<file path="config.mk">
export PLATFORM = sky130hd
export DESIGN_NAME = multiturn_encoder_gear_unwrap_flat
export DESIGN_NICKNAME = d
export VERILOG_FILES = /design/src/mtgu_pkg.sv /design/src/mtgu_ifs.sv /design/src/mtgu_div.sv /design/src/multiturn_encoder_gear_unwrap.sv /design/src/flat_wrapper.sv
export VERILOG_INCLUDE_DIRS = /design/src /design/src/src
export SDC_FILE = /design/constraint.sdc
export NUM_CORES = 1
export LEC_CHECK = 0
export BUFFER_PORTS_ARGS = -buffer_cell sky130_fd_sc_hd__buf_2
export CORE_MARGIN = 5
export CORE_UTILIZATION = 25
export DETAILED_ROUTE_END_ITERATION = 7
export GPL_ROUTABILITY_DRIVEN = 0
export GPL_TIMING_DRIVEN = 0
export SLEW_MARGIN = 20
export SYNTH_ARGS = -nofsm -noshare
export SYNTH_HDL_FRONTEND = slang
export SYNTH_HIERARCHICAL = 1
export SYNTH_SLANG_ARGS = --single-unit
</file>
<file path="constraint.sdc">
create_clock -name clk -period 5 [get_ports clk]
set_clock_uncertainty 0.1 [all_clocks]
set_input_delay 0.25 -clock clk [delete_from_list [all_inputs] [get_ports clk]]
set_output_delay 0.25 -clock clk [all_outputs]
set_load 0.1 [all_outputs]
</file>
<file path="src/multiturn_encoder_gear_unwrap_assert.svh">
// Assertion macros shared by the encoder unwrap RTL.
// Depends on nothing; included by the files that carry assertions.
`ifndef MULTITURN_ENCODER_GEAR_UNWRAP_ASSERT_SVH
`define MULTITURN_ENCODER_GEAR_UNWRAP_ASSERT_SVH

`ifndef SYNTHESIS

// Clocked check, masked while reset is high.
`define MTGU_ASSERT(label, clk, rst, prop, msg) \
  label: assert property (@(posedge clk) disable iff (rst) (prop)) else $error(msg);

// Clocked check that also holds during reset.
`define MTGU_ASSERT_ALWAYS(label, clk, prop, msg) \
  label: assert property (@(posedge clk) (prop)) else $error(msg);

`else

`define MTGU_ASSERT(label, clk, rst, prop, msg)
`define MTGU_ASSERT_ALWAYS(label, clk, prop, msg)

`endif

`endif

</file>
<file path="src/mtgu_pkg.sv">
// Package for the multi-turn encoder unwrap: widths, register indexes,
// reset values, sequencer states and the divider status group. No dependencies.
package mtgu_pkg;

  localparam int ANGLE_W   = 13;
  localparam int THR_W     = 13;
  localparam int RATIO_W   = 10;
  localparam int POS_W     = 16;
  localparam int CFG_IDX_W = 2;
  localparam int CFG_DAT_W = 13;

  localparam int COUNTS_PER_TURN_DEF = 8192;

  typedef logic [CFG_IDX_W-1:0] cfg_idx_t;

  localparam cfg_idx_t REG_WRAP_THRESHOLD = cfg_idx_t'(0);
  localparam cfg_idx_t REG_GEAR_RATIO     = cfg_idx_t'(1);
  localparam cfg_idx_t REG_HALVING_MODE   = cfg_idx_t'(2);

  localparam logic [THR_W-1:0]   WRAP_THRESHOLD_RST = THR_W'(4096);
  localparam logic [RATIO_W-1:0] GEAR_RATIO_RST     = RATIO_W'(36);

  localparam logic [POS_W-1:0] POS_MAX = POS_W'(32767);

  typedef enum logic [2:0] {
    ST_IDLE,
    ST_MOD_GO,
    ST_MOD_WAIT,
    ST_ADJ,
    ST_SUM_GO,
    ST_SUM_WAIT,
    ST_FINISH
  } state_t;

  typedef struct packed {
    logic busy;
    logic done;
  } div_stat_t;

endpackage

</file>
<file path="src/mtgu_ifs.sv">
// Valid/ready channel interfaces for the encoder unwrap: sample input,
// position output and configuration write. Depends on mtgu_pkg.
interface mtgu_sample_if;
  logic                          valid;
  logic                          ready;
  logic [mtgu_pkg::ANGLE_W-1:0]  angle;
  logic                          started;

  modport source (output valid, angle, started, input ready);
  modport sink   (input valid, angle, started, output ready);
endinterface

interface mtgu_result_if;
  logic                              valid;
  logic                              ready;
  logic signed [mtgu_pkg::POS_W-1:0] position;

  modport source (output valid, position, input ready);
  modport sink   (input valid, position, output ready);
endinterface

interface mtgu_cfg_if;
  logic                           valid;
  logic                           ready;
  logic [mtgu_pkg::CFG_IDX_W-1:0] index;
  logic [mtgu_pkg::CFG_DAT_W-1:0] data;

  modport source (output valid, index, data, input ready);
  modport sink   (input valid, index, data, output ready);
endinterface

</file>
<file path="src/mtgu_div.sv">
// Shared restoring divider, one quotient bit per cycle.
// Depends on mtgu_pkg and the assertion macro header.
`include "multiturn_encoder_gear_unwrap_assert.svh"

module mtgu_div #(
  parameter int NUM_W = 23,
  parameter int DEN_W = 10
) (
  input  logic                clk,
  input  logic                rst,
  input  logic                start,
  input  logic [NUM_W-1:0]    numer,
  input  logic [DEN_W-1:0]    denom,
  output logic [NUM_W-1:0]    quot,
  output logic [DEN_W-1:0]    remd,
  output mtgu_pkg::div_stat_t stat
);

  localparam int CNT_W = $clog2(NUM_W + 1);

  logic [NUM_W-1:0] quo;
  logic [DEN_W-1:0] rem;
  logic [DEN_W-1:0] den;
  logic [CNT_W-1:0] cnt;
  logic             busy;
  logic             done;

  logic [DEN_W:0]   trial;
  logic [DEN_W+1:0] diff;
  logic             borrow;

  always_comb begin
    trial  = {rem, quo[NUM_W-1]};
    diff   = {1'b0, trial} - {2'b00, den};
    borrow = diff[DEN_W+1];
  end

  always_ff @(posedge clk) begin
    if (rst) begin
      busy <= 1'b0;
      done <= 1'b0;
      cnt  <= '0;
    end else begin
      done <= 1'b0;
      if (start) begin
        busy <= 1'b1;
        cnt  <= CNT_W'(NUM_W);
      end else if (busy) begin
        cnt <= cnt - CNT_W'(1);
        if (cnt == CNT_W'(1)) begin
          busy <= 1'b0;
          done <= 1'b1;
        end
      end
    end
  end

  // shift in one numerator bit, keep the trial subtract when it does not borrow
  always_ff @(posedge clk) begin
    if (start) begin
      quo <= numer;
      rem <= '0;
      den <= denom;
    end else if (busy) begin
      quo <= {quo[NUM_W-2:0], ~borrow};
      rem <= borrow ? trial[DEN_W-1:0] : diff[DEN_W-1:0];
    end
  end

  assign quot      = quo;
  assign remd      = rem;
  assign stat.busy = busy;
  assign stat.done = done;

  `MTGU_ASSERT(a_no_restart, clk, rst, start |-> !busy, "divider started while busy")
  `MTGU_ASSERT(a_done_after_busy, clk, rst, done |-> $past(busy), "done without a run")
  `MTGU_ASSERT(a_rem_below_den, clk, rst, done |-> (rem < den), "remainder not reduced")

endmodule

</file>
<file path="src/multiturn_encoder_gear_unwrap.sv">
// Top level of the multi-turn encoder unwrap with gear reduction.
// Depends on mtgu_pkg, mtgu_ifs (channels), mtgu_div and the assertion header.
//
//   port     dir   carries                         transfer when
//   sample   sink  angle[12:0], started            sample.valid && sample.ready
//   result   src   position[15:0] signed           result.valid && result.ready
//   cfg      sink  index[1:0], data[12:0]          cfg.valid && cfg.ready
//
// SUM_W is 23 at 8192 counts per turn.
// One shared restoring divider reduces the turn count modulo the ratio on a
// wrap and then divides the unwrapped sum, one bit a cycle; halving mode
// skips the divide and halves the sum instead.
// A new sample is taken while the previous position still waits in the output
// register; a stalled result holds the sequencer only at its last step.
// Reset is synchronous and needs no clearing pass; cfg is always ready.
`include "multiturn_encoder_gear_unwrap_assert.svh"

module multiturn_encoder_gear_unwrap #(
  parameter int COUNTS_PER_TURN = mtgu_pkg::COUNTS_PER_TURN_DEF
) (
  input  logic clk,
  input  logic rst,
  mtgu_sample_if.sink   sample,
  mtgu_result_if.source result,
  mtgu_cfg_if.sink      cfg
);

  localparam int ANGLE_W = mtgu_pkg::ANGLE_W;
  localparam int RATIO_W = mtgu_pkg::RATIO_W;
  localparam int POS_W   = mtgu_pkg::POS_W;
  // widest unwrapped sum: top angle plus the largest turn count
  localparam int SUM_W = $clog2(COUNTS_PER_TURN * (2**RATIO_W - 1) + 2**ANGLE_W);
  localparam logic [SUM_W-1:0] CPT = SUM_W'(COUNTS_PER_TURN);

  // configuration registers
  logic [mtgu_pkg::THR_W-1:0] wrap_threshold;
  logic [RATIO_W-1:0]         gear_ratio;
  logic                       halving_mode;

  // block state
  logic [ANGLE_W-1:0] last_angle;
  logic [RATIO_W-1:0] turn_count;

  // per-sample working registers
  logic [ANGLE_W-1:0] angle;
  logic               started;
  logic               wrap_up;
  logic [POS_W-1:0]   res;
  logic               out_valid;
  logic [POS_W-1:0]   out_pos;

  mtgu_pkg::state_t state, state_next;

  // divider hookup
  logic                div_start;
  logic [SUM_W-1:0]    div_numer;
  logic [SUM_W-1:0]    div_quot;
  logic [RATIO_W-1:0]  div_remd;
  mtgu_pkg::div_stat_t div_stat;

  logic [RATIO_W-1:0] ratio;
  logic [SUM_W-1:0]   sum;
  logic [ANGLE_W:0]   lo_bound;
  logic [ANGLE_W:0]   hi_bound;
  logic               drop;
  logic               rise;
  logic               take;
  logic               out_free;
  logic [RATIO_W-1:0] t_inc;
  logic [RATIO_W-1:0] t_dec;

  always_comb begin
    ratio = (gear_ratio == '0) ? RATIO_W'(1) : gear_ratio;
  end

  // wrap detect against the previous reading, at the sample transfer
  always_comb begin
    lo_bound = {1'b0, sample.angle} + {1'b0, wrap_threshold};
    hi_bound = {1'b0, last_angle} + {1'b0, wrap_threshold};
    drop     = sample.started && ({1'b0, last_angle} > lo_bound);
    rise     = sample.started && ({1'b0, sample.angle} > hi_bound);
  end

  always_comb begin
    sum = started ? (SUM_W'(angle) + CPT * SUM_W'(turn_count)) : SUM_W'(angle);
  end

  // step the reduced count up or down, modulo the ratio
  always_comb begin
    t_inc = (div_remd + RATIO_W'(1) == ratio) ? '0 : div_remd + RATIO_W'(1);
    t_dec = (div_remd == '0) ? ratio - RATIO_W'(1) : div_remd - RATIO_W'(1);
  end

  assign sample.ready = (state == mtgu_pkg::ST_IDLE);
  assign take         = sample.valid && sample.ready;
  assign out_free     = !out_valid || result.ready;
  assign cfg.ready    = 1'b1;

  always_ff @(posedge clk) begin
    if (rst) begin
      state <= mtgu_pkg::ST_IDLE;
    end else begin
      state <= state_next;
    end
  end

  always_comb begin
    state_next = state;
    div_start  = 1'b0;
    div_numer  = sum;
    unique case (state)
      mtgu_pkg::ST_IDLE: begin
        if (take) begin
          state_next = (drop || rise) ? mtgu_pkg::ST_MOD_GO : mtgu_pkg::ST_SUM_GO;
        end
      end
      mtgu_pkg::ST_MOD_GO: begin
        div_start  = 1'b1;
        div_numer  = SUM_W'(turn_count);
        state_next = mtgu_pkg::ST_MOD_WAIT;
      end
      mtgu_pkg::ST_MOD_WAIT: begin
        if (div_stat.done) begin
          state_next = mtgu_pkg::ST_ADJ;
        end
      end
      mtgu_pkg::ST_ADJ: begin
        state_next = mtgu_pkg::ST_SUM_GO;
      end
      mtgu_pkg::ST_SUM_GO: begin
        // halving skips the divider
        if (halving_mode) begin
          state_next = mtgu_pkg::ST_FINISH;
        end else begin
          div_start  = 1'b1;
          state_next = mtgu_pkg::ST_SUM_WAIT;
        end
      end
      mtgu_pkg::ST_SUM_WAIT: begin
        if (div_stat.done) begin
          state_next = mtgu_pkg::ST_FINISH;
        end
      end
      mtgu_pkg::ST_FINISH: begin
        if (out_free) begin
          state_next = mtgu_pkg::ST_IDLE;
        end
      end
      default: begin
        state_next = mtgu_pkg::ST_IDLE;
      end
    endcase
  end

  // configuration writes; indexes past the list are dropped
  always_ff @(posedge clk) begin
    if (rst) begin
      wrap_threshold <= mtgu_pkg::WRAP_THRESHOLD_RST;
      gear_ratio     <= mtgu_pkg::GEAR_RATIO_RST;
      halving_mode   <= 1'b0;
    end else if (cfg.valid && cfg.ready) begin
      unique case (cfg.index)
        mtgu_pkg::REG_WRAP_THRESHOLD: wrap_threshold <= cfg.data[mtgu_pkg::THR_W-1:0];
        mtgu_pkg::REG_GEAR_RATIO:     gear_ratio     <= cfg.data[RATIO_W-1:0];
        mtgu_pkg::REG_HALVING_MODE:   halving_mode   <= cfg.data[0];
        default: ;
      endcase
    end
  end

  // block state: last reading and turn count
  always_ff @(posedge clk) begin
    if (rst) begin
      last_angle <= '0;
      turn_count <= '0;
    end else begin
      if (take) begin
        last_angle <= sample.angle;
      end
      if (state == mtgu_pkg::ST_ADJ) begin
        turn_count <= wrap_up ? t_inc : t_dec;
      end
    end
  end

  // latch the sample, then capture the saturated quotient or halved sum
  always_ff @(posedge clk) begin
    if (take) begin
      angle   <= sample.angle;
      started <= sample.started;
      wrap_up <= drop;
    end
    if (state == mtgu_pkg::ST_SUM_GO && halving_mode) begin
      res <= ((sum >> 1) > SUM_W'(mtgu_pkg::POS_MAX)) ? mtgu_pkg::POS_MAX
                                                      : POS_W'(sum >> 1);
    end else if (state == mtgu_pkg::ST_SUM_WAIT && div_stat.done) begin
      res <= (div_quot > SUM_W'(mtgu_pkg::POS_MAX)) ? mtgu_pkg::POS_MAX
                                                    : div_quot[POS_W-1:0];
    end
  end

  // output register: load at the last step, drop valid on transfer
  always_ff @(posedge clk) begin
    if (rst) begin
      out_valid <= 1'b0;
    end else if (state == mtgu_pkg::ST_FINISH && out_free) begin
      out_valid <= 1'b1;
    end else if (result.ready) begin
      out_valid <= 1'b0;
    end
  end

  always_ff @(posedge clk) begin
    if (state == mtgu_pkg::ST_FINISH && out_free) begin
      out_pos <= res;
    end
  end

  assign result.valid    = out_valid;
  assign result.position = out_pos;

  mtgu_div #(
    .NUM_W (SUM_W),
    .DEN_W (RATIO_W)
  ) u_div (
    .clk   (clk),
    .rst   (rst),
    .start (div_start),
    .numer (div_numer),
    .denom (ratio),
    .quot  (div_quot),
    .remd  (div_remd),
    .stat  (div_stat)
  );

  `MTGU_ASSERT(a_count_moves_in_adj, clk, rst, !$stable(turn_count) |-> $past(state) == mtgu_pkg::ST_ADJ, "turn count changed outside the adjust step")
  `MTGU_ASSERT(a_valid_from_finish, clk, rst, $rose(out_valid) |-> $past(state) == mtgu_pkg::ST_FINISH, "result raised outside the finish step")
  `MTGU_ASSERT(a_adj_reduced, clk, rst, (state == mtgu_pkg::ST_ADJ) |-> (div_remd < ratio), "reduced count not below the ratio")

endmodule
</file>
<file path="src/flat_wrapper.sv">
// flat-port wrapper written by rule: the top's interface ports become plain ports
module multiturn_encoder_gear_unwrap_flat 
#(
  parameter int COUNTS_PER_TURN = mtgu_pkg::COUNTS_PER_TURN_DEF
)
  (clk, rst, sample_valid, sample_angle, sample_started, sample_ready, result_valid, result_position, result_ready, cfg_valid, cfg_index, cfg_data, cfg_ready);
  mtgu_sample_if sample_i ();
  mtgu_result_if result_i ();
  mtgu_cfg_if cfg_i ();
  input  logic clk;
  input  logic rst;
  input wire logic [$bits(sample_i.valid)-1:0] sample_valid;
  input wire logic [$bits(sample_i.angle)-1:0] sample_angle;
  input wire logic [$bits(sample_i.started)-1:0] sample_started;
  output wire logic [$bits(sample_i.ready)-1:0] sample_ready;
  output wire logic [$bits(result_i.valid)-1:0] result_valid;
  output wire logic [$bits(result_i.position)-1:0] result_position;
  input wire logic [$bits(result_i.ready)-1:0] result_ready;
  input wire logic [$bits(cfg_i.valid)-1:0] cfg_valid;
  input wire logic [$bits(cfg_i.index)-1:0] cfg_index;
  input wire logic [$bits(cfg_i.data)-1:0] cfg_data;
  output wire logic [$bits(cfg_i.ready)-1:0] cfg_ready;
  assign sample_i.valid = sample_valid;
  assign sample_i.angle = sample_angle;
  assign sample_i.started = sample_started;
  assign sample_ready = sample_i.ready;
  assign result_valid = result_i.valid;
  assign result_position = result_i.position;
  assign result_i.ready = result_ready;
  assign cfg_i.valid = cfg_valid;
  assign cfg_i.index = cfg_index;
  assign cfg_i.data = cfg_data;
  assign cfg_ready = cfg_i.ready;
  multiturn_encoder_gear_unwrap #(.COUNTS_PER_TURN(COUNTS_PER_TURN)) u_core (.clk(clk), .rst(rst), .sample(sample_i), .result(result_i), .cfg(cfg_i));
endmodule
</file>
==> results.py <==
metrics = {
    "run_status": {
        "outcome": "complete, no violations",
    },
    "clocking": {
        "htree_levels": 4,
        "cts_root_buf": "clkbuf_16",
        "clkTransAtPathRegs_ns": 0.07,
        "cts.path.max_buffers": 2,
        "clk_latency_ns": 0.42,
        "tritoncts": "built",
        "cts.sinks": 148,
        "numCtsBuffers": 17,
    },
    "timing": {
        "setup_viol": 0,
        "hold_ws_ns": 0.0159,
        "fin_ws_ns": 0.677,
        "fin_tns_setup_ns": 0,
        "tightest_slew_ns": 0.934,
        "slew_violations": 0,
        "fin_crit_ns": 4.32,
        "period_share": 0.865,
        "rsz0062_at_grt": "false",
        "max_clock_freq_mhz": 231,
        "hold_violations": 0,
        "relSlewSlack": 0.377,
    },
    "drt": {
        "wl_um": 22100,
        "drcViolationCount": 0,
        "wl_met1_um": 11100,
        "final_antenna_net_count": 0,
        "firstDrtPassIters": 5,
        "dr.first_iter.drc_count": 315,
        "wl_per_cell_um": 14.9,
        "vias_per_cell": 4.67,
        "vias": 6905,
        "dr_wl_met3_um": 859,
        "routed-wl-met2_um": 9750,
        "highest_layer": "met4",
    },
    "floorplan": {
        "start_util": 0.252,
        "coreArea_mm2": 0.0355,
        "rows": 69,
        "ioPinCount": 53,
        "die_y_um": 199,
        "die_x_um": 199,
        "die-area_mm2": 0.0397,
    },
    "synthesis": {
        "syn_area_mm2": 0.00896,
        "syn_avg_cell_area_um2": 9.83,
        "synthCells": 911,
        "yosysWarnings": 6,
        "syn-num-nets": 1015,
    },
    "placed_design": {
        "pre_cts_slack_ns": 0.769,
        "port_buffers": 51,
        "hpwl_um": 17200,
    },
    "critical_path": {
        "cp-start-kind": "primary input",
        "critPathKind": "in -> reg",
        "path_max_fanout": 4,
        "cp.arrival_ns": 4.50,
        "critPathRequiredTime_ns": 5.18,
        "end_kind": "flop",
    },
    "global_routing": {
        "grt_pass1_vias": 6741,
        "grt_pass1_wl_um": 36000,
        "antenna_found_initial": 0,
        "track_usage": 0.114,
        "grt_max_degree": 25,
        "grt_overflow": 0,
    },
    "final_layout": {
        "antenna_cells": 0,
        "area_delta_synth_final_pct": 18.7,
        "nets": 1108,
        "drive_above_1_share": 0.157,
    },
    "power": {
        "p_leak_nw": 4.13,
        "power_density_mw_per_mm2": 513,
        "power_mw": 5.45,
        "peakVddDrop_mv": 0.374,
    },
    "min_path": {
        "hp-class": "in -> reg",
    },
    "run": {
        "drv_cap": 0,
    },
}
[worst paths after layout]
check                           start                          to  slack, ns  depth (start not counted)
max                   sample_angle[0]             u_core/state[2]       0.68                         19
min                               rst         u_core/u_div/cnt[0]       0.02                          2
max reg2reg  u_core/wrap_threshold[0]             u_core/state[2]       0.76                         16
min reg2reg            u_core/res[10]  u_core/result.position[10]       0.32                          0
[state kept, by name, summed over array words and instances, names as in the netlist]
signal                  flops
u_core/result.valid         1
u_core/state                3
u_core/u_div/done           1
u_core/started              1
u_core/wrap_up              1
u_core/u_div/remd          10
u_core/res                 16
u_core/halving_mode         1
u_core/angle               13
u_core/u_div/cnt            5
u_core/wrap_threshold      13
u_core/gear_ratio          10
u_core/last_angle          13
u_core/u_div/den           10
u_core/u_div/quot          23
u_core/u_div/busy           1
u_core/result.position     16
u_core/turn_count          10
[layout make-up]
| class | instances | area (µm²) |
|---|---|---|
| Buffer | 54 | 330 |
| Clock buffer | 17 | 425 |
| Clock inverter | 15 | 173 |
| Fill cell | 3643 | 24900 |
| Inverter | 39 | 146 |
| Multi-Input combinational cell | 670 | 4720 |
| Sequential cell | 148 | 3760 |
| Tap cell | 461 | 577 |
| Timing Repair Buffer | 74 | 490 |
[per-stage QoR]
stage	std cells	cell area, µm²	utilization
after floorplan	911	8960	-
after global placement	1423	9790	0.276
after detailed placement	1424	9810	0.276
after CTS	1478	10600	0.300
after global routing	1478	10600	0.300
final	1478	10600	0.300
[metal layers]
metal | up-vias | track usage
li1 | 3466 | -
met1 | 3268 | 0.166
met2 | 152 | 0.173
met3 | 19 | 0.0162
met4 | 0 | 0.0370
met5 | - | 0
[worst max-delay path, stage by stage]
cell	delay, ns
dlygate4sd3_1	0.54
buf_2	0.15
ha_1	0.23
fa_1	0.40
a21o_1	0.17
a21oi_1	0.23
o21bai_1	0.14
a31o_2	0.28
a21oi_1	0.23
nor3_1	0.07
a311oi_1	0.30
ha_1	0.30
nand3_1	0.11
nor2_1	0.06
a211o_1	0.28
a221oi_1	0.23
o311a_1	0.33
or3b_2	0.15
a21oi_1	0.05
[placed cells by master, fill, tap and decap left out, drive strengths merged, types with 32 or more instances in the layout]
master	instances
a21oi	79
buf	66
clkbuf	56
dfxtp	68
edfxtp	80
ha	67
inv	45
mux2	33
nand2	104
nor2	70
o21ai	32
[repair_timing]
item / 4_1_cts / 5_1_grt
buffers inserted: 0 / 0
hold endpoints to repair: 29 / 0
gates resized for setup: 0 / 0
hold buffers: 22 / 0
[report_power, final]
part	switching, mW	total [mW]	internal, mW
Combinational	1.34	2.28	0.942
Clock	0.543	1.29	0.750
Sequential	0.210	1.87	1.66
Total	2.10	5.45	3.35
Power figures use the tool's default switching activity.
